==> src/rtl/char_lcd_write_sequencer_defines.svh <==
// Assertion macros used by the microcode sequencer (clsq_useq) of the character LCD write sequencer RTL.
`ifndef CHAR_LCD_WRITE_SEQUENCER_DEFINES_SVH
`define CHAR_LCD_WRITE_SEQUENCER_DEFINES_SVH

// Same-cycle implication, sampled on clk, off while rst is high.
`define CLSQ_ASSERT_HOLDS(label, ante, cons, msg) \
  label: assert property (@(posedge clk) disable iff (rst) (ante) |-> (cons)) \
    else $error(msg);

// Next-cycle implication, sampled on clk, off while rst is high.
`define CLSQ_ASSERT_NEXT(label, ante, cons, msg) \
  label: assert property (@(posedge clk) disable iff (rst) (ante) |=> (cons)) \
    else $error(msg);

`endif

==> src/rtl/clsq_pkg.sv <==
// Types, codes and microprogram store of the character LCD write sequencer.
`timescale 1ns / 1ps
`default_nettype none

package clsq_pkg;

  // Request kinds
  localparam logic [2:0] KIND_INIT  = 3'd0;
  localparam logic [2:0] KIND_POS   = 3'd1;
  localparam logic [2:0] KIND_CHAR  = 3'd2;
  localparam logic [2:0] KIND_INT   = 3'd3;
  localparam logic [2:0] KIND_CLEAR = 3'd4;

  // LCD command bytes
  localparam logic [7:0] CMD_FUNC_4BIT  = 8'h28;
  localparam logic [7:0] CMD_DISPLAY_ON = 8'h0F;
  localparam logic [7:0] CMD_CLEAR      = 8'h01;
  localparam logic [7:0] ROW1_BASE      = 8'h40;
  localparam logic [7:0] CMD_DDRAM      = 8'h80;
  localparam logic [7:0] WAKE_8BIT      = 8'h30;
  localparam logic [7:0] CMD_FUNC_8BIT  = 8'h38;
  localparam logic [7:0] WAKE_4BIT      = 8'h03;
  localparam logic [7:0] FUNC_NIBBLE    = 8'h02;
  localparam logic [7:0] CHAR_MINUS     = 8'h2D;
  localparam logic [3:0] CHAR_DIGIT_HI  = 4'h3;

  // Waits in microseconds
  localparam logic [14:0] W_POWER = 15'd18001;
  localparam logic [14:0] W_WAKE1 = 15'd5000;
  localparam logic [14:0] W_WAKE2 = 15'd100;
  localparam logic [14:0] W_WAKE3 = 15'd45;
  localparam logic [14:0] W_BYTE  = 15'd43;
  localparam logic [14:0] W_CLEAR = 15'd2043;
  localparam logic [14:0] W_NONE  = 15'd0;

  // Microprogram entry points
  localparam logic [4:0] PC_INIT      = 5'd0;
  localparam logic [4:0] PC_INIT8     = 5'd6;
  localparam logic [4:0] PC_INIT_TAIL = 5'd10;
  localparam logic [4:0] PC_POS       = 5'd12;
  localparam logic [4:0] PC_CHAR      = 5'd13;
  localparam logic [4:0] PC_CLEAR     = 5'd14;
  localparam logic [4:0] PC_INT       = 5'd15;
  localparam logic [4:0] PC_DIGITS    = 5'd17;

  typedef enum logic [2:0] {
    OP_WAIT,   // pure wait, no strobe
    OP_RAW,    // one strobe with the literal, never split
    OP_BYTE,   // a byte, split into nibbles on a 4-bit bus
    OP_SYNC,   // hold until the decimal converter is done
    OP_DIGIT   // one decimal digit byte per pass, repeats
  } uop_t;

  typedef enum logic [1:0] {
    NX_INC,      // fall through
    NX_GOTO,     // jump to target
    NX_IF_8BIT,  // jump when on the 8-bit bus
    NX_IF_POS    // jump when the integer is not negative
  } unext_t;

  typedef enum logic {
    SRC_LIT,
    SRC_ARG
  } usrc_t;

  typedef struct packed {
    uop_t        op;
    usrc_t       src;
    logic        rs;
    logic [7:0]  lit;
    logic [14:0] wait_us;
    logic        last;
    logic        fin;
    unext_t      nx;
    logic [4:0]  tgt;
  } ucode_t;

  // One result item
  typedef struct packed {
    logic        is_strobe;
    logic        reg_select;
    logic [7:0]  bus_value;
    logic [14:0] wait_us;
    logic        last;
  } lcd_res_t;

  // Start command from the front end to the sequencer
  typedef struct packed {
    logic       start;
    logic [4:0] pc;
    logic [7:0] arg;
  } seq_cmd_t;

  // Decimal converter status
  typedef struct packed {
    logic       busy;
    logic       neg;
    logic [3:0] msd;
  } dec_stat_t;

  function automatic ucode_t uw(uop_t op, usrc_t src, logic rs, logic [7:0] lit,
                                logic [14:0] w, logic last, logic fin, unext_t nx,
                                logic [4:0] tgt);
    ucode_t u;
    u.op      = op;
    u.src     = src;
    u.rs      = rs;
    u.lit     = lit;
    u.wait_us = w;
    u.last    = last;
    u.fin     = fin;
    u.nx      = nx;
    u.tgt     = tgt;
    return u;
  endfunction

  // Microprogram store
  function automatic ucode_t ucode_rom(logic [4:0] pc);
    ucode_t u;
    unique case (pc)
      5'd0:  u = uw(OP_WAIT, SRC_LIT, 1'b0, 8'h00, W_POWER, 1'b0, 1'b0, NX_IF_8BIT,
                    PC_INIT8);
      5'd1:  u = uw(OP_RAW, SRC_LIT, 1'b0, WAKE_4BIT, W_WAKE1, 1'b0, 1'b0, NX_INC, 5'd0);
      5'd2:  u = uw(OP_RAW, SRC_LIT, 1'b0, WAKE_4BIT, W_WAKE2, 1'b0, 1'b0, NX_INC, 5'd0);
      5'd3:  u = uw(OP_RAW, SRC_LIT, 1'b0, WAKE_4BIT, W_WAKE3, 1'b0, 1'b0, NX_INC, 5'd0);
      5'd4:  u = uw(OP_RAW, SRC_LIT, 1'b0, FUNC_NIBBLE, W_WAKE3, 1'b0, 1'b0, NX_INC,
                    5'd0);
      5'd5:  u = uw(OP_BYTE, SRC_LIT, 1'b0, CMD_FUNC_4BIT, W_BYTE, 1'b0, 1'b0, NX_GOTO,
                    PC_INIT_TAIL);
      5'd6:  u = uw(OP_RAW, SRC_LIT, 1'b0, WAKE_8BIT, W_WAKE1, 1'b0, 1'b0, NX_INC, 5'd0);
      5'd7:  u = uw(OP_RAW, SRC_LIT, 1'b0, WAKE_8BIT, W_WAKE2, 1'b0, 1'b0, NX_INC, 5'd0);
      5'd8:  u = uw(OP_RAW, SRC_LIT, 1'b0, WAKE_8BIT, W_WAKE3, 1'b0, 1'b0, NX_INC, 5'd0);
      5'd9:  u = uw(OP_RAW, SRC_LIT, 1'b0, CMD_FUNC_8BIT, W_WAKE3, 1'b0, 1'b0, NX_INC,
                    5'd0);
      5'd10: u = uw(OP_BYTE, SRC_LIT, 1'b0, CMD_DISPLAY_ON, W_BYTE, 1'b0, 1'b0, NX_INC,
                    5'd0);
      5'd11: u = uw(OP_BYTE, SRC_LIT, 1'b0, CMD_CLEAR, W_CLEAR, 1'b1, 1'b1, NX_INC, 5'd0);
      5'd12: u = uw(OP_BYTE, SRC_ARG, 1'b0, 8'h00, W_BYTE, 1'b1, 1'b1, NX_INC, 5'd0);
      5'd13: u = uw(OP_BYTE, SRC_ARG, 1'b1, 8'h00, W_BYTE, 1'b1, 1'b1, NX_INC, 5'd0);
      5'd14: u = uw(OP_BYTE, SRC_LIT, 1'b0, CMD_CLEAR, W_CLEAR, 1'b1, 1'b1, NX_INC, 5'd0);
      5'd15: u = uw(OP_SYNC, SRC_LIT, 1'b0, 8'h00, W_NONE, 1'b0, 1'b0, NX_IF_POS,
                    PC_DIGITS);
      5'd16: u = uw(OP_BYTE, SRC_LIT, 1'b1, CHAR_MINUS, W_BYTE, 1'b0, 1'b0, NX_INC, 5'd0);
      5'd17: u = uw(OP_DIGIT, SRC_LIT, 1'b1, 8'h00, W_BYTE, 1'b0, 1'b1, NX_INC, 5'd0);
      default: u = uw(OP_WAIT, SRC_LIT, 1'b0, 8'h00, W_NONE, 1'b1, 1'b1, NX_INC, 5'd0);
    endcase
    return u;
  endfunction

  // Entry point for each request kind
  function automatic logic [4:0] start_pc(logic [2:0] kind);
    logic [4:0] pc;
    unique case (kind)
      KIND_INIT:  pc = PC_INIT;
      KIND_POS:   pc = PC_POS;
      KIND_CHAR:  pc = PC_CHAR;
      KIND_INT:   pc = PC_INT;
      KIND_CLEAR: pc = PC_CLEAR;
      default:    pc = PC_INIT;
    endcase
    return pc;
  endfunction

endpackage

`default_nettype wire

==> src/rtl/clsq_ifs.sv <==
// Valid/ready channel interfaces for requests and bus results.
`timescale 1ns / 1ps
`default_nettype none

interface clsq_req_if;
  logic               valid;
  logic               ready;
  logic [2:0]         kind;
  logic [7:0]         row;
  logic [7:0]         column;
  logic [7:0]         character;
  logic signed [31:0] int_value;

  modport source (output valid, kind, row, column, character, int_value, input ready);
  modport sink   (input valid, kind, row, column, character, int_value, output ready);
endinterface

interface clsq_res_if;
  logic        valid;
  logic        ready;
  logic        is_strobe;
  logic        reg_select;
  logic [7:0]  bus_value;
  logic [14:0] wait_us;
  logic        last;

  modport source (output valid, is_strobe, reg_select, bus_value, wait_us, last,
                  input ready);
  modport sink   (input valid, is_strobe, reg_select, bus_value, wait_us, last,
                  output ready);
endinterface

`default_nettype wire

==> src/rtl/char_lcd_write_sequencer.sv <==
// Top level: request front end, mode register and result output register.
//
//   channel  role      handshake     payload
//   req      sink      valid/ready   kind, row, column, character, int_value
//   res      source    valid/ready   is_strobe, reg_select, bus_value, wait_us, last
//   cfg      write     cfg_wr_en     cfg_wr_data (bus_four_bit)
//
// One result per cycle while res is ready and no converter sync is pending; a byte
// on the 4-bit bus takes two results. Write integer first runs the shift-per-bit
// decimal converter. req is ready whenever the microcode sequencer is idle, even
// while the last result still waits in the output register. A stalled res holds
// its word. rst is synchronous; it selects the 4-bit bus and idles the sequencer.
`timescale 1ns / 1ps
`default_nettype none

module char_lcd_write_sequencer
  import clsq_pkg::*;
#(
  parameter int COLUMNS = 16,
  parameter int ROWS    = 2
) (
  input  logic              clk,
  input  logic              rst,
  input  logic              cfg_wr_en,
  input  logic              cfg_wr_data,
  clsq_req_if.sink          req,
  clsq_res_if.source        res
);

  logic       four_bit;
  logic       seq_busy;
  logic       req_fire;
  logic       req_ok;
  logic [7:0] pos_addr;
  seq_cmd_t   cmd;
  dec_stat_t  dec_stat;
  logic [3:0] dig_sel;
  logic [3:0] digit;
  logic       emit_valid;
  logic       emit_ready;
  lcd_res_t   emit;
  logic       out_valid;
  lcd_res_t   out_word;

  // bus width register
  always_ff @(posedge clk) begin
    if (rst) begin
      four_bit <= 1'b1;
    end else if (cfg_wr_en) begin
      four_bit <= cfg_wr_data;
    end
  end

  // request filter: requests that produce nothing are taken and dropped
  assign req.ready = !seq_busy;
  assign req_fire  = req.valid && req.ready;
  assign pos_addr  = (req.row == 8'd0) ? req.column : ROW1_BASE + req.column;

  always_comb begin
    unique case (req.kind)
      KIND_INIT:  req_ok = 1'b1;
      KIND_POS:   req_ok = (req.row < 8'(ROWS)) && (req.column < 8'(COLUMNS));
      KIND_CHAR:  req_ok = (req.character != 8'd0);
      KIND_INT:   req_ok = 1'b1;
      KIND_CLEAR: req_ok = 1'b1;
      default:    req_ok = 1'b0;
    endcase
  end

  assign cmd.start = req_fire && req_ok;
  assign cmd.pc    = start_pc(req.kind);
  assign cmd.arg   = (req.kind == KIND_POS) ? (CMD_DDRAM | pos_addr) : req.character;

  clsq_dec u_dec (
    .clk   (clk),
    .rst   (rst),
    .start (req_fire && req.kind == KIND_INT),
    .value (req.int_value),
    .sel   (dig_sel),
    .digit (digit),
    .stat  (dec_stat)
  );

  clsq_useq u_seq (
    .clk        (clk),
    .rst        (rst),
    .four_bit   (four_bit),
    .cmd        (cmd),
    .dec        (dec_stat),
    .digit      (digit),
    .dig_sel    (dig_sel),
    .busy       (seq_busy),
    .emit_valid (emit_valid),
    .emit_ready (emit_ready),
    .emit       (emit)
  );

  // output register
  assign emit_ready = !out_valid || res.ready;

  always_ff @(posedge clk) begin
    if (rst) begin
      out_valid <= 1'b0;
    end else if (emit_valid && emit_ready) begin
      out_valid <= 1'b1;
    end else if (res.ready) begin
      out_valid <= 1'b0;
    end
  end

  always_ff @(posedge clk) begin
    if (emit_valid && emit_ready) begin
      out_word <= emit;
    end
  end

  assign res.valid      = out_valid;
  assign res.is_strobe  = out_word.is_strobe;
  assign res.reg_select = out_word.reg_select;
  assign res.bus_value  = out_word.bus_value;
  assign res.wait_us    = out_word.wait_us;
  assign res.last       = out_word.last;

endmodule

`default_nettype wire

==> src/rtl/clsq_dec.sv <==
// Binary to decimal converter: one double-dabble shift per cycle.
`timescale 1ns / 1ps
`default_nettype none

module clsq_dec
  import clsq_pkg::*;
(
  input  logic               clk,
  input  logic               rst,
  input  logic               start,
  input  logic signed [31:0] value,
  input  logic [3:0]         sel,
  output logic [3:0]         digit,
  output dec_stat_t          stat
);

  logic        busy;
  logic [5:0]  cnt;
  logic        neg;
  logic [31:0] bin;
  logic [39:0] bcd;
  logic [39:0] bcd_adj;
  logic [3:0]  msd;

  // add 3 to every digit of 5 or more before the shift
  always_comb begin
    for (int i = 0; i < 10; i++) begin
      bcd_adj[i*4 +: 4] = (bcd[i*4 +: 4] >= 4'd5) ? bcd[i*4 +: 4] + 4'd3
                                                  : bcd[i*4 +: 4];
    end
  end

  // control
  always_ff @(posedge clk) begin
    if (rst) begin
      busy <= 1'b0;
      cnt  <= '0;
    end else if (start) begin
      busy <= 1'b1;
      cnt  <= 6'd32;
    end else if (busy) begin
      cnt  <= cnt - 6'd1;
      busy <= (cnt != 6'd1);
    end
  end

  // shift datapath
  always_ff @(posedge clk) begin
    if (start) begin
      neg <= value[31];
      bin <= value[31] ? (~value + 32'sd1) : value;
      bcd <= '0;
    end else if (busy) begin
      {bcd, bin} <= {bcd_adj[38:0], bin, 1'b0};
    end
  end

  // most significant nonzero digit, zero shows as one digit
  always_comb begin
    msd = '0;
    for (int i = 1; i < 10; i++) begin
      if (bcd[i*4 +: 4] != 4'd0) msd = 4'(i);
    end
  end

  assign digit     = bcd[{sel, 2'b00} +: 4];
  assign stat.busy = busy;
  assign stat.neg  = neg;
  assign stat.msd  = msd;

endmodule

`default_nettype wire

==> src/rtl/clsq_useq.sv <==
// Microcoded sequencer and byte/nibble datapath that emits LCD bus results.
`timescale 1ns / 1ps
`default_nettype none

`include "char_lcd_write_sequencer_defines.svh"

module clsq_useq
  import clsq_pkg::*;
(
  input  logic      clk,
  input  logic      rst,
  input  logic      four_bit,
  input  seq_cmd_t  cmd,
  input  dec_stat_t dec,
  input  logic [3:0] digit,
  output logic [3:0] dig_sel,
  output logic      busy,
  output logic      emit_valid,
  input  logic      emit_ready,
  output lcd_res_t  emit
);

  logic       running;
  logic [4:0] pc;
  logic       phase;
  logic [3:0] dig_idx;
  logic [7:0] arg;

  ucode_t     u;
  logic [7:0] byte_val;
  logic       split;
  logic       first_half;
  logic       last_word;
  logic       emit_fire;
  logic       step_done;
  logic       sync_done;
  logic       advance;
  logic       take;
  logic       stay;
  logic [4:0] pc_next;

  assign u = ucode_rom(pc);

  // byte source select
  always_comb begin
    if (u.op == OP_DIGIT) begin
      byte_val = {CHAR_DIGIT_HI, digit};
    end else if (u.src == SRC_ARG) begin
      byte_val = arg;
    end else begin
      byte_val = u.lit;
    end
  end

  assign split      = four_bit && (u.op == OP_BYTE || u.op == OP_DIGIT);
  assign first_half = split && !phase;
  assign last_word  = (u.op == OP_DIGIT) ? (dig_idx == 4'd0) : u.last;

  // result word
  always_comb begin
    emit.is_strobe  = (u.op != OP_WAIT);
    emit.reg_select = u.rs;
    if (split) begin
      emit.bus_value = phase ? {4'h0, byte_val[3:0]} : {4'h0, byte_val[7:4]};
    end else begin
      emit.bus_value = byte_val;
    end
    emit.wait_us = first_half ? W_NONE : u.wait_us;
    emit.last    = first_half ? 1'b0 : last_word;
  end

  assign emit_valid = running && (u.op != OP_SYNC);
  assign emit_fire  = emit_valid && emit_ready;
  assign step_done  = emit_fire && !first_half;
  assign sync_done  = running && (u.op == OP_SYNC) && !dec.busy;
  assign advance    = step_done || sync_done;
  assign stay       = (u.op == OP_DIGIT) && (dig_idx != 4'd0);

  // next step: branch conditions
  always_comb begin
    unique case (u.nx)
      NX_GOTO:    take = 1'b1;
      NX_IF_8BIT: take = !four_bit;
      NX_IF_POS:  take = !dec.neg;
      default:    take = 1'b0;
    endcase
    pc_next = take ? u.tgt : pc + 5'd1;
  end

  // step counter and loop state
  always_ff @(posedge clk) begin
    if (rst) begin
      running <= 1'b0;
      pc      <= PC_INIT;
      phase   <= 1'b0;
      dig_idx <= '0;
    end else if (cmd.start && !running) begin
      running <= 1'b1;
      pc      <= cmd.pc;
      phase   <= 1'b0;
    end else begin
      if (emit_fire && first_half) begin
        phase <= 1'b1;
      end
      if (advance) begin
        phase <= 1'b0;
        if (sync_done) begin
          dig_idx <= dec.msd;
        end
        if (stay) begin
          dig_idx <= dig_idx - 4'd1;
        end else if (u.fin) begin
          running <= 1'b0;
        end else begin
          pc <= pc_next;
        end
      end
    end
  end

  // request argument (position command or character)
  always_ff @(posedge clk) begin
    if (cmd.start && !running) begin
      arg <= cmd.arg;
    end
  end

  assign dig_sel = dig_idx;
  assign busy    = running;

  `CLSQ_ASSERT_HOLDS(a_phase_running, phase, running, "nibble phase set while idle")
  `CLSQ_ASSERT_HOLDS(a_sync_no_phase, running && u.op == OP_SYNC, !phase,
                     "nibble phase pending at converter sync")
  `CLSQ_ASSERT_NEXT(a_last_ends, emit_fire && emit.last, !running,
                    "sequencer still running after final transfer")

endmodule

`default_nettype wire

==> src/flat_wrapper.sv <==
// flat-port wrapper written by rule: the top's interface ports become plain ports
module char_lcd_write_sequencer_flat import clsq_pkg::*;
#(
  parameter int COLUMNS = 16,
  parameter int ROWS    = 2
)
  (clk, rst, cfg_wr_en, cfg_wr_data, req_valid, req_kind, req_row, req_column, req_character, req_int_value, req_ready, res_valid, res_is_strobe, res_reg_select, res_bus_value, res_wait_us, res_last, res_ready);
  clsq_req_if req_i ();
  clsq_res_if res_i ();
  input  logic clk;
  input  logic rst;
  input  logic cfg_wr_en;
  input  logic cfg_wr_data;
  input wire logic [$bits(req_i.valid)-1:0] req_valid;
  input wire logic [$bits(req_i.kind)-1:0] req_kind;
  input wire logic [$bits(req_i.row)-1:0] req_row;
  input wire logic [$bits(req_i.column)-1:0] req_column;
  input wire logic [$bits(req_i.character)-1:0] req_character;
  input wire logic [$bits(req_i.int_value)-1:0] req_int_value;
  output wire logic [$bits(req_i.ready)-1:0] req_ready;
  output wire logic [$bits(res_i.valid)-1:0] res_valid;
  output wire logic [$bits(res_i.is_strobe)-1:0] res_is_strobe;
  output wire logic [$bits(res_i.reg_select)-1:0] res_reg_select;
  output wire logic [$bits(res_i.bus_value)-1:0] res_bus_value;
  output wire logic [$bits(res_i.wait_us)-1:0] res_wait_us;
  output wire logic [$bits(res_i.last)-1:0] res_last;
  input wire logic [$bits(res_i.ready)-1:0] res_ready;
  assign req_i.valid = req_valid;
  assign req_i.kind = req_kind;
  assign req_i.row = req_row;
  assign req_i.column = req_column;
  assign req_i.character = req_character;
  assign req_i.int_value = req_int_value;
  assign req_ready = req_i.ready;
  assign res_valid = res_i.valid;
  assign res_is_strobe = res_i.is_strobe;
  assign res_reg_select = res_i.reg_select;
  assign res_bus_value = res_i.bus_value;
  assign res_wait_us = res_i.wait_us;
  assign res_last = res_i.last;
  assign res_i.ready = res_ready;
  char_lcd_write_sequencer #(.COLUMNS(COLUMNS), .ROWS(ROWS)) u_core (.clk(clk), .rst(rst), .cfg_wr_en(cfg_wr_en), .cfg_wr_data(cfg_wr_data), .req(req_i), .res(res_i));
endmodule
==> config.mk <==
export PLATFORM = sky130hd
export DESIGN_NAME = char_lcd_write_sequencer_flat
export DESIGN_NICKNAME = d
export VERILOG_FILES = /design/src/rtl/clsq_pkg.sv /design/src/rtl/clsq_ifs.sv /design/src/rtl/char_lcd_write_sequencer.sv /design/src/rtl/clsq_dec.sv /design/src/rtl/clsq_useq.sv /design/src/flat_wrapper.sv
export VERILOG_INCLUDE_DIRS = /design/src /design/src/rtl
export SDC_FILE = /design/constraint.sdc
export NUM_CORES = 1
export LEC_CHECK = 0
export BUFFER_PORTS_ARGS = -buffer_cell sky130_fd_sc_hd__buf_2
export CAP_MARGIN = 20
export CORE_UTILIZATION = 54
export CTS_CLUSTER_DIAMETER = 120
export DETAILED_ROUTE_END_ITERATION = 7
export GPL_TIMING_DRIVEN = 0
export PLACE_DENSITY = 0.74
export SLEW_MARGIN = 0
export SYNTH_ARGS = -nofsm -noshare
export SYNTH_HDL_FRONTEND = slang
export SYNTH_SLANG_ARGS = --single-unit
export TNS_END_PERCENT = 20
==> constraint.sdc <==
create_clock -name clk -period 4.7 [get_ports clk]
set_input_delay 0.47 -clock clk [delete_from_list [all_inputs] [get_ports clk]]
set_output_delay 0.47 -clock clk [all_outputs]
set_load 0.03 [all_outputs]
# Word level (Yosys, flattened, before mapping)
# Memories as Yosys holds them, arrays and structs flattened. A register that Yosys moved wholly into a read port is not among the register bits.
# Index checks and enable logic that the tools add are counted.
[op_classes]
addsub = 15
n_mul = 0
n_div = 0
order_cmp = 12
eq_ne = 14
n_shift = 1
n_mux = 51
bitwise_logic = 2
n_reduce_logical = 50
[op_table]
columns = ["op", "n"]
rows = [
  ["two-way mux 32 bit", 3],
  ["two-way mux 4 bit", 20],
  ["greater-or-equal comparator 4 x 3 -> 1 bit, second input constant", 10],
  ["nonzero test 4 bit", 10],
  ["variable part select 40 x 7 -> 4 bit", 1],
  ["adder 4 x 2 -> 4 bit, second input constant", 9],
  ["two-way mux 5 bit", 7],
  ["adder 32 x 2 -> 32 bit, second input constant", 1],
  ["NOT 32 bit", 1],
  ["two-way mux 8 bit", 3],
  ["case mux 4 bit (4 select lines)", 1],
  ["logical AND 1 bit", 14],
  ["two-way mux 7 bit", 2],
  ["== test 3 x 2 -> 1 bit, second input constant", 4],
  ["two-way mux 6 bit", 2],
  ["two-way mux 1 bit", 10],
  ["nonzero test 2 bit", 5],
  ["AND reduction 3 bit", 3],
  ["zero test 8 bit", 1],
  ["less-than comparator 8 x 2 -> 1 bit, second input constant", 1],
  ["less-than comparator 8 x 5 -> 1 bit, second input constant", 1],
  ["nonzero test 8 bit", 1],
  ["adder 7 bit, first input constant", 1],
  ["zero test 1 bit", 7],
  ["20 further kinds", 27],
]
[word_totals]
register_bits = 127
latchBits = 0
mem_bits_rw = 0
rom_bits = 1056
inputBits = 65
out_inout_bits = 28
elab_cells = 165
mem_count = 1
[mem_list]
columns = ["memory", "words", "width", "rd", "rd_ports_with_merged_regs", "write_ports", "line", "source"]
rows = [
  ["(name not given)", 32, 33, 1, 1, 0, "clsq_pkg.sv:120", "unique case (pc)"],
]

# Longest topological paths before layout
# Gate-level depths: netlist (run 1).
[depth]
ltp_word = 12
mapped_depth = 15

# By module
# A second synthesis (run 1) with hierarchy kept.
[unflattened]
hier_cells = 942
area_unflattened_um2 = 8973.6
[modules_own_cells]
columns = ["mod", "instances", "cells_each", "area_per_inst_um2", "seq_area_each_um2"]
rows = [
  ["clsq_dec", 1, 559, 5044.8, 1931.9],
  ["clsq_useq", 1, 315, 2825.2, 1041.0],
  ["char_lcd_write_sequencer", 1, 68, 1103.6, 820.8],
]

# Worst setup path after synthesis (run 1)
# OpenSTA, ideal clock, no wires.
[synth_timing]
path_type = "register to register"
start = "register u_core.u_seq.dig_idx[0] (netlist: u_core.u_seq.dig_sel[0])"
end = "register u_core.u_seq.u[11] (netlist name)"
setup_ps = 132
arrival_time_ps = 3555
path_slack_ps = 1013
stages_incl_launch_ff = 15
cell_sequence = "dfxtp_1 -> clkbuf_1 -> buf_1 -> inv_1 -> ha_1 -> or3b_1 -> nand2_1 -> nand2b_1 -> o21ai_0 -> a311oi_2 -> inv_1 -> ha_1 -> mux2_2 -> nand2_1 -> a21oi_1"
[synth_via]
elab_chain_cells = 6
[synth_rtl]
columns = ["item", "line", "source"]
rows = [
  ["start: declaration", "clsq_useq.sv:26", "logic [3:0] dig_idx;"],
  ["start signal: assignment", "clsq_useq.sv:108", "dig_idx <= dec.msd;"],
  ["start signal: assignment", "clsq_useq.sv:111", "dig_idx <= dig_idx - 4'd1;"],
  ["nonzero test 4 bit", "clsq_useq.sv:77", "assign stay = (u.op == OP_DIGIT) && (dig_idx != 4'd0);"],
  ["logical AND 1 bit", "clsq_useq.sv:77", ""],
  ["inequality test 2 x 1 -> 1 bit (no line)", "--", ""],
  ["AND reduction 3 bit (no line)", "--", ""],
  ["two-way mux 5 bit (no line) (2 in a row)", "--", ""],
]
# No other way between the ends.
# A chain may end at the register's enable or synchronous reset.

# Worst setup path in the final report (run 1)
[layout_timing]
start = "register u_core.u_seq.dig_idx[0] (netlist: u_core.u_seq.dig_sel[0])"
end = "register u_core.u_seq.u[25] (netlist name)"
[layout_via]
elab_chain_cells = 6
[layout_rtl]
columns = ["item", "line"]
rows = [
  ["nonzero test 4 bit", "clsq_useq.sv:77"],
  ["logical AND 1 bit", "clsq_useq.sv:77"],
  ["inequality test 2 x 1 -> 1 bit (no line)", "--"],
  ["AND reduction 3 bit (no line)", "--"],
  ["two-way mux 5 bit (no line) (2 in a row)", "--"],
]
# No other way between the ends.

==> impl_metrics.env, run 1 <==
export IMPL_sequentialPowerShare=0.430
export IMPL_synth_fa_ha_area_frac=0.04857
export IMPL_fillCellCount=1307
export IMPL_chipHeight_um=127.5
export IMPL_synth_most_common_cell="nand2_1"
export IMPL_fin_crit_sh=0.9055
export IMPL_drtPass1Iterations=5
export IMPL_rows=45
export IMPL_first_global_vias=6789
export IMPL_setup_viol=0
export IMPL_max_slew_margin=0.3291
export IMPL_portBuffers=89
export IMPL_yosysUniqueCellTypes=76
export IMPL_criticalPathCategory="flip-flop to flip-flop"
export IMPL_p_clk_frac=0.306
export IMPL_hp_class="input port to flip-flop"
export IMPL_ff_latch_area_um2=3674
export IMPL_grt_max_degree=24
export IMPL_r2r_cells=13
export IMPL_fin_util=0.6439
export IMPL_cts_tree="built"
export IMPL_sw_frac_of_total=0.3397
export IMPL_clock_path_buffers=2
export IMPL_drc=0
export IMPL_cts_num_sinks=152
export IMPL_holdBufCountCts=0
export IMPL_synth_top_family_by_area="simple AND/OR/NAND/NOR gates"
export IMPL_grt_pass1_wl_um=33740
export IMPL_pre_cts_slack_ns=-0.08274
export IMPL_cts_root_buf="clkbuf_16"
export IMPL_ys_flop_type="dfxtp_1"
export IMPL_synth_common_cells="nand2_1 (101), dfxtp_1 (89), o21ai_0 (85), nor2_1 (73), a21oi_1 (70)"
export IMPL_min_from="cfg_wr_data"
export IMPL_hold_path_end="u_core.four_bit"
export IMPL_synthMuxAreaShare=0.06196
export IMPL_crit_required_ns=5.03
export IMPL_fmax_mhz=235.0
export IMPL_holdPathStages=3
export IMPL_dp_hpwl_um=15280
export IMPL_cts_reportedPaths_clkPinSlew_ns=0.06
export IMPL_yosysWarningCount=0
export IMPL_gp_congestion=0.9476
export IMPL_vias=7262
export IMPL_p_per_area_nw_per_um2=427.2
export IMPL_worstMarginPinSlew_ns=1.003
export IMPL_ys_ff_latch=152
export IMPL_net_switching_power_mw=1.426
export IMPL_dieArea_um2=16250
export IMPL_cp_end_kind="flip-flop"
export IMPL_die_x_um=127.5
export IMPL_synth_compound_area_frac=0.1682
export IMPL_tns_ns=0
export IMPL_rrSetupSlack_ns=0.44
export IMPL_maxCapViolations=0
export IMPL_nNetsFinal=1135
export IMPL_fin_skew_ns=0.01001
export IMPL_multi_input_area_um2=4467
export IMPL_finalWirelength_um=20810
export IMPL_n_antenna_cell=0
export IMPL_syn_area_per_cell_um2=9.191
export IMPL_ios=93
export IMPL_p_total_mw=4.197
export IMPL_numCtsBuffers=17
export IMPL_synth_xor_area_frac=0.05563
export IMPL_status="complete, no violations"
export IMPL_period_minus_slack_ns=4.256
export IMPL_area_growth_pct=15.56
export IMPL_antenna_found_initial=0
export IMPL_initial_core_util=0.5572
export IMPL_p_leak_nw=3.816
export IMPL_yosys_area_share_simple=0.1881
export IMPL_htree_num_levels=4
export IMPL_grt_overflow_total=0
export IMPL_comb_power_share=0.265
export IMPL_synthCells=925
export IMPL_arrival_ns=4.58
export IMPL_async_flop_share=0
export IMPL_slew_viol_final=0
export IMPL_syn_area_um2=8502
export IMPL_critPathMaxFanout=10
export IMPL_drtIter0Drc=647
export IMPL_p_int_mw=2.771
export IMPL_grt_total_usage=0.2669
export IMPL_clock_latency_ns=0.43
export IMPL_routedWlPerCell_um=16.51
export IMPL_peakVddDrop_mv=0.2668
export IMPL_crit_path_start_kind="flip-flop"
export IMPL_drt_antenna_violating_nets=0
export IMPL_yosys_area_top_type="edfxtp_1"
export IMPL_routed_via_density=5.759
export IMPL_seq_area_frac_synth=0.4321
export IMPL_finalWorstSetupSlack_ns=0.4443
export IMPL_rsz0062_at_grt="no"
export IMPL_final_layout_size_suffix_gt1_frac=0.1714
export IMPL_synth_edf_count=63
export IMPL_r2r_start="u_core.u_seq.dig_sel[0]"
export IMPL_r2r_end="u_core.u_seq.u[25]"
export IMPL_finalHoldViolations=0
export IMPL_ys_top_cells_by_area="edfxtp_1 (22%), dfxtp_1 (21%), o21ai_0 (5.0%), ha_1 (4.9%), nand2_1 (4.5%)"
export IMPL_coreArea_um2=15260
export IMPL_synthDominantCellAreaShare=0.2225
-- final cells by class --
cell class / instances / area share
clock inverter: 11 / 0.008788
timing repair buffer: 92 / 0.04967
buffer: 45 / 0.02267
inverter: 43 / 0.01643
clock buffer: 21 / 0.04699
multi-input combinational: 686 / 0.4547
tap: 211 / 0.02687
sequential: 152 / 0.3739
-- through the flow --
stage	hold WS, ns	cells	area, um^2
after floorplan	0.3855	926	8506
after global placement	0.3909	1226	9215
after detailed placement	0.3968	1227	9243
after CTS	0.2661	1259	9808
after global routing	0.2822	1261	9824
final	0.2847	1261	9824
-- placed cells by master, fill, tap and decap left out, types with 34 or more instances in the layout --
master	n
nand2_1	101
buf_2	92
dfxtp_1	89
o21ai_0	85
nor2_1	73
a21oi_1	70
edfxtp_1	63
inv_1	41
xor2_1	38
nand3_1	34
-- state kept, by name (all words and copies together) (netlist names), 4 cells and up --
name and flops:
u_core.u_dec.cnt 6, u_core.u_dec.bcd 40, u_core.u_dec.bin 32, u_core.res.wait_us 11, u_core.u_seq.dig_sel 4, u_core.u_seq.pc 5
u_core.u_seq.arg 8, u_core.u_seq.u 29, u_core.res.bus_value 8
-- per-layer routing --
| metal | wire, um | track usage | up-vias |
|---|---|---|---|
| met4 | 315 | 0.09524 | 0 |
| met5 | 0 | 0 | - |
| met2 | 9397 | 0.4172 | 286 |
| li1 | - | - | 3545 |
| met1 | 9556 | 0.3641 | 3405 |
| met3 | 1544 | 0.05946 | 26 |
-- critical path, stage by stage, from the launching register on --
cell and delay [ns]:
dfxtp_1 0.31, clkbuf_1 0.44, clkbuf_2 0.39, inv_1 0.11, ha_1 0.23, or3b_1 0.19, nand2_1 0.22, nand2b_1 0.32
o31ai_1 0.16, a221oi_2 0.63, inv_1 0.23, ha_1 0.31, or3_1 0.38, a21oi_1 0.24
-- cells by family after synthesis --
family                     count (synthesis)
AOI/OAI and AO/OA                        234
xor gates and xnor gates                  54
adders and majority gates                 33
buffers and inverters                     88
DFF                                      152
muxes                                     41
other                                      1
and+or+nand+nor                          322
-- worst max path at each step --
stage / end / from / slack [ns] / cells after the start
after global placement: u_core.u_seq.u[35] / u_core.u_seq.dig_sel[0] / -0.1 / 15
after CTS: u_core.u_seq.u[35] / u_core.u_seq.dig_sel[0] / 0.11 / 15
after floorplan: u_core.u_seq.u[11] / u_core.u_seq.dig_sel[0] / 1.01 / 14
after detailed placement: u_core.u_seq.u[35] / u_core.u_seq.dig_sel[0] / -0.08 / 15
final: u_core.u_seq.u[25] / u_core.u_seq.dig_sel[0] / 0.44 / 13
after global routing: u_core.u_seq.u[25] / u_core.u_seq.dig_sel[0] / 0.15 / 13
-- repair_timing --
item	in CTS	in global routing
setup endpoints to repair	5	12
buffers inserted	0	2
gates resized for setup	2	1
cloned	0	0
pin swaps	0	1
-- power by group through the flow --
stage	Sequential [mW]	Clock [mW]	Combinational, mW
2_1_floorplan	1.77	0	0.824
3_3_place_gp	1.81	0	1.06
4_1_cts	1.80	1.30	1.10
6_report	1.80	1.28	1.11
3_5_place_dp	1.82	0	1.09
5_1_grt	1.83	1.36	1.25
(Power assumes the default switching activity.)
==> inputs of run 2 (changes only) <==
- PLACE_DENSITY: 0.74 -> 0.72
==> run 2 against run 1 <==
Clock-buffer cell count shrank 1. Cell count is the same. Power grew 2.7%. Clock power grew 9%. Sequential share of layout area shrank 0.22 points. First-iteration DRC count shrank 4.0%. Sequential power is essentially flat.
==> impl_metrics.env, run 2 (synthesis results as in run 1) <==
export IMPL_status="complete, no violations"
export IMPL_htree_num_levels=4
export IMPL_coreArea_um2=15260
export IMPL_grt_total_usage=0.2675
export IMPL_max_flop_register="u_core.u_dec.bcd"
export IMPL_cts_reportedPaths_clkPinSlew_ns=0.06
export IMPL_rsz0062_at_grt="no"
export IMPL_final_cell_mix="nand2_1 (101), buf_2 (92), dfxtp_1 (89), o21ai_0 (85), nor2_1 (73)"
export IMPL_die_x_um=127.5
export IMPL_first_global_vias=6648
export IMPL_routedWlPerCell_um=16.49
export IMPL_cpPeakStageDelay_ns=0.66
export IMPL_chipHeight_um=127.5
export IMPL_final_area_um2=9882
export IMPL_grt_pass1_wl_um=33670
export IMPL_crit_chain="clkbuf_1 > clkbuf_2 > inv_1 > ha_1 > or3b_1 > nand2_1 > nand2b_1 > o31ai_1 > a221oi_2 > ha_1 > nand3_1 > a311oi_1"
export IMPL_fin_util=0.6476
export IMPL_sequentialPowerShare=0.418
export IMPL_p_leak_nw=3.835
export IMPL_dieArea_um2=16250
export IMPL_cts_num_sinks=152
export IMPL_arrival_ns=4.59
export IMPL_n_antenna_cell=0
export IMPL_vias=7233
export IMPL_initial_core_util=0.5572
export IMPL_crit_cells=12
export IMPL_sw_frac_of_total=0.3296
export IMPL_layout_commonest_cell="nand2_1"
export IMPL_p_clk_frac=0.325
export IMPL_area_growth_pct=16.23
export IMPL_holdPathStages=3
export IMPL_clock_path_buffers=2
export IMPL_dpl_cell_area_um2=9243
export IMPL_portBuffers=89
export IMPL_antenna_found_initial=0
export IMPL_drtPass1Iterations=5
export IMPL_maxCapViolations=0
export IMPL_largest_register_ffs=40
export IMPL_drt_antenna_violating_nets=0
export IMPL_rows=45
export IMPL_fin_crit_sh=0.9195
export IMPL_grt_max_degree=24
export IMPL_fmax_mhz=231.4
export IMPL_hp_class="input port to flip-flop"
export IMPL_dp_hpwl_um=15110
export IMPL_crit_path_start_kind="flip-flop"
export IMPL_period_minus_slack_ns=4.321
export IMPL_p_per_area_nw_per_um2=436.1
export IMPL_fin_cells=1261
export IMPL_drc=0
export IMPL_crit_required_ns=4.97
export IMPL_finalHoldViolations=0
export IMPL_fin_skew_ns=0.007243
export IMPL_routed_via_density=5.736
export IMPL_comb_power_share=0.258
export IMPL_r2r_cells=12
export IMPL_slew_viol_final=0
export IMPL_max_slew_margin=0.3075
export IMPL_criticalPathCategory="flip-flop to flip-flop"
export IMPL_gp_congestion=0.9711
export IMPL_path_delay_family="compound AO/OA/AOI/OAI gates"
export IMPL_peakVddDrop_mv=0.3056
export IMPL_dp_cells=1227
export IMPL_ios=93
export IMPL_net_switching_power_mw=1.420
export IMPL_p_int_mw=2.889
export IMPL_finalWirelength_um=20800
export IMPL_nNetsFinal=1135
export IMPL_setup_viol=0
export IMPL_clock_latency_ns=0.43
export IMPL_numCtsBuffers=17
export IMPL_finalWorstSetupSlack_ns=0.3785
export IMPL_crit_top_cell="ha_1"
export IMPL_worstMarginPinSlew_ns=1.035
export IMPL_cp_num_buf_inv=3
export IMPL_cts_tree="built"
export IMPL_critPathMaxFanout=10
export IMPL_cp_slowest_cell="a221oi_2"
export IMPL_pre_cts_slack_ns=-0.1555
export IMPL_cts_root_buf="clkbuf_16"
export IMPL_grt_overflow_total=0
export IMPL_drtIter0Drc=621
export IMPL_final_layout_size_suffix_gt1_frac=0.1733
export IMPL_cp_end_kind="flip-flop"
==> run 2: path summary, 6_finish.rpt <==
check                                from                     to  slack [ns]
setup / recovery  u_core.u_seq.dig_sel[0]     u_core.u_seq.u[17]        0.38
hold / removal                cfg_wr_data        u_core.four_bit        0.28
setup reg to reg  u_core.u_seq.dig_sel[0]     u_core.u_seq.u[17]        0.38
hold reg to reg        u_core.u_seq.u[32]  u_core.res.reg_select        0.46
==> run 2: repair_timing <==
item	in CTS	in global routing
hold buffers	0	0
endpoints found under the hold margin	0	0
cloned	0	0
setup endpoints to repair	10	13
setup buffers	0	2
pin swaps	0	1
gates resized for setup	2	1
==> run 2: final cells by class <==
class | instances | area [um^2]
flip-flops and latches | 152 | 3674
clock buffers | 20 | 467.9
multi-input cells | 686 | 4467
fillers | 1277 | 5376
repair buffers | 92 | 488.0
plain buffers | 45 | 222.7
inverters | 43 | 161.4
clock inverters | 12 | 137.6
well taps | 211 | 264.0
==> run 2: per-stage QoR <==
step / hold WS (ns) / TNS [ns] / power [mW]
2_1_floorplan: 0.3855 / 0 / 2.594
3_3_place_gp: 0.3901 / -0.9650 / 2.880
3_5_place_dp: 0.4240 / -0.6658 / 2.914
4_1_cts: 0.2633 / 0 / 4.307
5_1_grt: 0.2652 / 0 / 4.567
6_report: 0.2751 / 0 / 4.309
==> run 2: worst register-to-register path: cells and delay by family (launching register included) <==
family,cells,cell delay (ns)
AOI/OAI and AO/OA,3,1.34
adders and majority gates,2,0.64
buffers and inverters,3,0.88
DFF,1,0.30
and+or+nand+nor,4,1.00
==> run 2: per-layer routing <==
metal  wire [um]  part of all wire  track usage  up-vias
li1            -                 -            -     3550
met1        9862              0.47       0.3849     3409
met2        9258              0.45       0.4002      244
met3        1277             0.061      0.05695       30
met4         401             0.019      0.08683        0
met5           0                 0            0        -
==> run 2: power groups by stage <==
| stage | Clock [mW] | Sequential [mW] | Combinational [mW] |
|---|---|---|---|
| finish | 1.40 | 1.80 | 1.11 |
| global route | 1.48 | 1.83 | 1.26 |
| CTS | 1.41 | 1.79 | 1.10 |
| detailed placement | 0 | 1.82 | 1.09 |
| global placement | 0 | 1.82 | 1.06 |
| floorplan | 0 | 1.77 | 0.824 |
==> inputs of run 3 (changes only) <==
- CELL_PAD_IN_SITES_DETAIL_PLACEMENT: not set -> 0
- CELL_PAD_IN_SITES_GLOBAL_PLACEMENT: not set -> 2
- CORE_UTILIZATION: 54 -> 37
- PLACE_DENSITY: 0.72 -> 0.78
==> run 3 against run 2 <==
First-iteration DRC count down 26%. Setup slack better by 0.050 ns. Critical path depth up 2. Design area up 1.2%. Sequential power about the same. Global-route usage down 6.8 points. Register-to-register slack better by 0.05 ns. Critical path type unchanged. Highest routed layer unchanged.
==> impl_metrics.env, run 3 (synthesis results as in run 1) <==
export IMPL_portBuffers=89
export IMPL_antenna_found_initial=0
export IMPL_crit_path_start_kind="flip-flop"
export IMPL_r2r_cells=14
export IMPL_layout_commonest_cell="nand2_1"
export IMPL_drt_antenna_violating_nets=0
export IMPL_cp_end_kind="flip-flop"
export IMPL_clock_latency_ns=0.43
export IMPL_finalWirelength_um=22870
export IMPL_crit_chain="clkbuf_1 > buf_2 > inv_1 > ha_1 > or3b_1 > nand2_1 > nand2b_1 > o21ai_0 > a311oi_4 > buf_4 > buf_4 > ha_1 > nand3_1 > a311oi_1"
export IMPL_rrSetupSlack_ns=0.43
export IMPL_die_x_um=153.6
export IMPL_critPathMaxFanout=10
export IMPL_hp_class="input port to flip-flop"
export IMPL_max_flop_register="u_core.u_dec.bcd"
export IMPL_dieArea_um2=23590
export IMPL_vias=6982
export IMPL_drtIter0Drc=460
export IMPL_crit_start="u_core.u_seq.dig_sel[0]"
export IMPL_worstMarginPinSlew_ns=1.047
export IMPL_first_global_vias=6485
export IMPL_min_from="cfg_wr_data"
export IMPL_grt_overflow_total=0
export IMPL_setup_viol=0
export IMPL_routedWlPerCell_um=17.12
export IMPL_p_per_area_nw_per_um2=437.3
export IMPL_fillCellCount=2261
export IMPL_fin_crit_sh=0.9088
export IMPL_fmax_mhz=234.1
export IMPL_chipHeight_um=153.6
export IMPL_nNetsFinal=1136
export IMPL_grt_pass1_wl_um=36380
export IMPL_ff_latch_area_um2=3674
export IMPL_slew_viol_final=0
export IMPL_final_area_um2=10000
export IMPL_drc=0
export IMPL_clock_path_buffers=2
export IMPL_coreArea_um2=22570
export IMPL_routed_via_density=5.226
export IMPL_cts_num_sinks=152
export IMPL_grt_max_degree=24
export IMPL_arrival_ns=4.55
export IMPL_gp_congestion=0.9223
export IMPL_dp_hpwl_um=16880
export IMPL_criticalPathCategory="flip-flop to flip-flop"
export IMPL_cts_root_buf="clkbuf_16"
export IMPL_numCtsBuffers=17
export IMPL_holdPathStages=3
export IMPL_cp_slowest_cell="a311oi_1"
export IMPL_area_growth_pct=17.62
export IMPL_status="complete, no violations"
export IMPL_period_minus_slack_ns=4.271
export IMPL_max_slew_margin=0.3001
export IMPL_hold_path_end="u_core.four_bit"
export IMPL_final_layout_size_suffix_gt1_frac=0.1732
export IMPL_drtPass1Iterations=5
export IMPL_cpPeakStageDelay_ns=0.49
export IMPL_largest_register_ffs=40
export IMPL_multi_input_area_um2=4467
export IMPL_cts_tree="built"
export IMPL_n_antenna_cell=0
export IMPL_rsz0062_at_grt="no"
export IMPL_final_cell_mix="nand2_1 (101), buf_2 (93), dfxtp_1 (89), o21ai_0 (85), nor2_1 (73)"
export IMPL_dpl_cell_area_um2=9335
export IMPL_pre_cts_slack_ns=-0.3311
export IMPL_holdBufCountCts=0
export IMPL_cts_reportedPaths_clkPinSlew_ns=0.06
export IMPL_r2r_end="u_core.u_seq.u[17]"
export IMPL_ios=93
export IMPL_tns_ns=0
export IMPL_htree_num_levels=4
export IMPL_p_leak_nw=3.840
export IMPL_rows=55
export IMPL_wl_met3_um=878
export IMPL_maxCapViolations=0
export IMPL_initial_core_util=0.3767
export IMPL_finalWorstSetupSlack_ns=0.4287
export IMPL_peakVddDrop_mv=0.2157
export IMPL_routed_top_layer="met4"
export IMPL_wl_met1_um=11230
export IMPL_fin_skew_ns=0.01296
export IMPL_r2r_start="u_core.u_seq.dig_sel[0]"
export IMPL_finalHoldViolations=0
export IMPL_crit_required_ns=4.98
export IMPL_grt_total_usage=0.1992
export IMPL_met2_wirelength_um=10510
## run 3: what timing repair did
item / in CTS / in global routing
setup buffers: 0 / 3
resized for setup: 3 / 0
endpoints found under the setup margin: 11 / 11
pin swaps: 0 / 1
hold endpoints to repair: 0 / 0
## run 3: final cells by class
type,instances,share of cell area
Tap cell,285,0.03566
Clock inverter,12,0.01764
Sequential cell,152,0.3674
Inverter,43,0.01614
Timing Repair Buffer,93,0.04955
Buffer,45,0.02227
Clock buffer,20,0.04467
Multi-Input combinational cell,686,0.4467
## run 3: how the worst max path moves through the flow
stage | end | slack, ns | cells after the start
6_report | u_core.u_seq.u[17] | 0.43 | 14
5_1_grt | u_core.u_seq.u[17] | 0.07 | 14
4_1_cts | u_core.u_seq.u[35] | 0.15 | 15
3_5_place_dp | u_core.u_seq.u[35] | -0.33 | 12
3_3_place_gp | u_core.u_seq.u[35] | -0.39 | 12
2_1_floorplan | u_core.u_seq.u[11] | 1.01 | 14
## run 3: critical path: cells and delay by family (launching register included)
kind / cells / cell delay [ns]
adder cells (fa/ha/maj): 2 / 0.53
AO/OA/AOI/OAI: 3 / 1.00
flip-flops: 1 / 0.30
AND/OR/NAND/NOR: 4 / 1.04
buffers and inverters: 5 / 1.26
## run 3: routing by layer
| layer | track usage | vias to the layer above |
|---|---|---|
| li1 | - | 3543 |
| met1 | 0.2807 | 3264 |
| met2 | 0.3136 | 157 |
| met3 | 0.03636 | 18 |
| met4 | 0.05095 | 0 |
| met5 | 0 | - |
## run 3: where the power goes
part / switching [mW] / total (mW) / internal (mW)
combinational: 0.629 / 1.11 / 0.480
sequential: 0.229 / 1.80 / 1.58
clock: 0.557 / 1.46 / 0.902
total: 1.42 / 4.37 / 2.96
## run 3: per-stage QoR
| step | cells | util | power, mW | hold WS (ns) |
|---|---|---|---|---|
| detailed placement | 1301 | 0.4136 | 2.934 | 0.4066 |
| CTS | 1333 | 0.4420 | 4.405 | 0.2518 |
| global route | 1336 | 0.4430 | 4.638 | 0.2735 |
| floorplan | 926 | - | 2.594 | 0.3855 |
| global placement | 1300 | 0.4124 | 2.932 | 0.4043 |
| finish | 1336 | 0.4430 | 4.372 | 0.2665 |
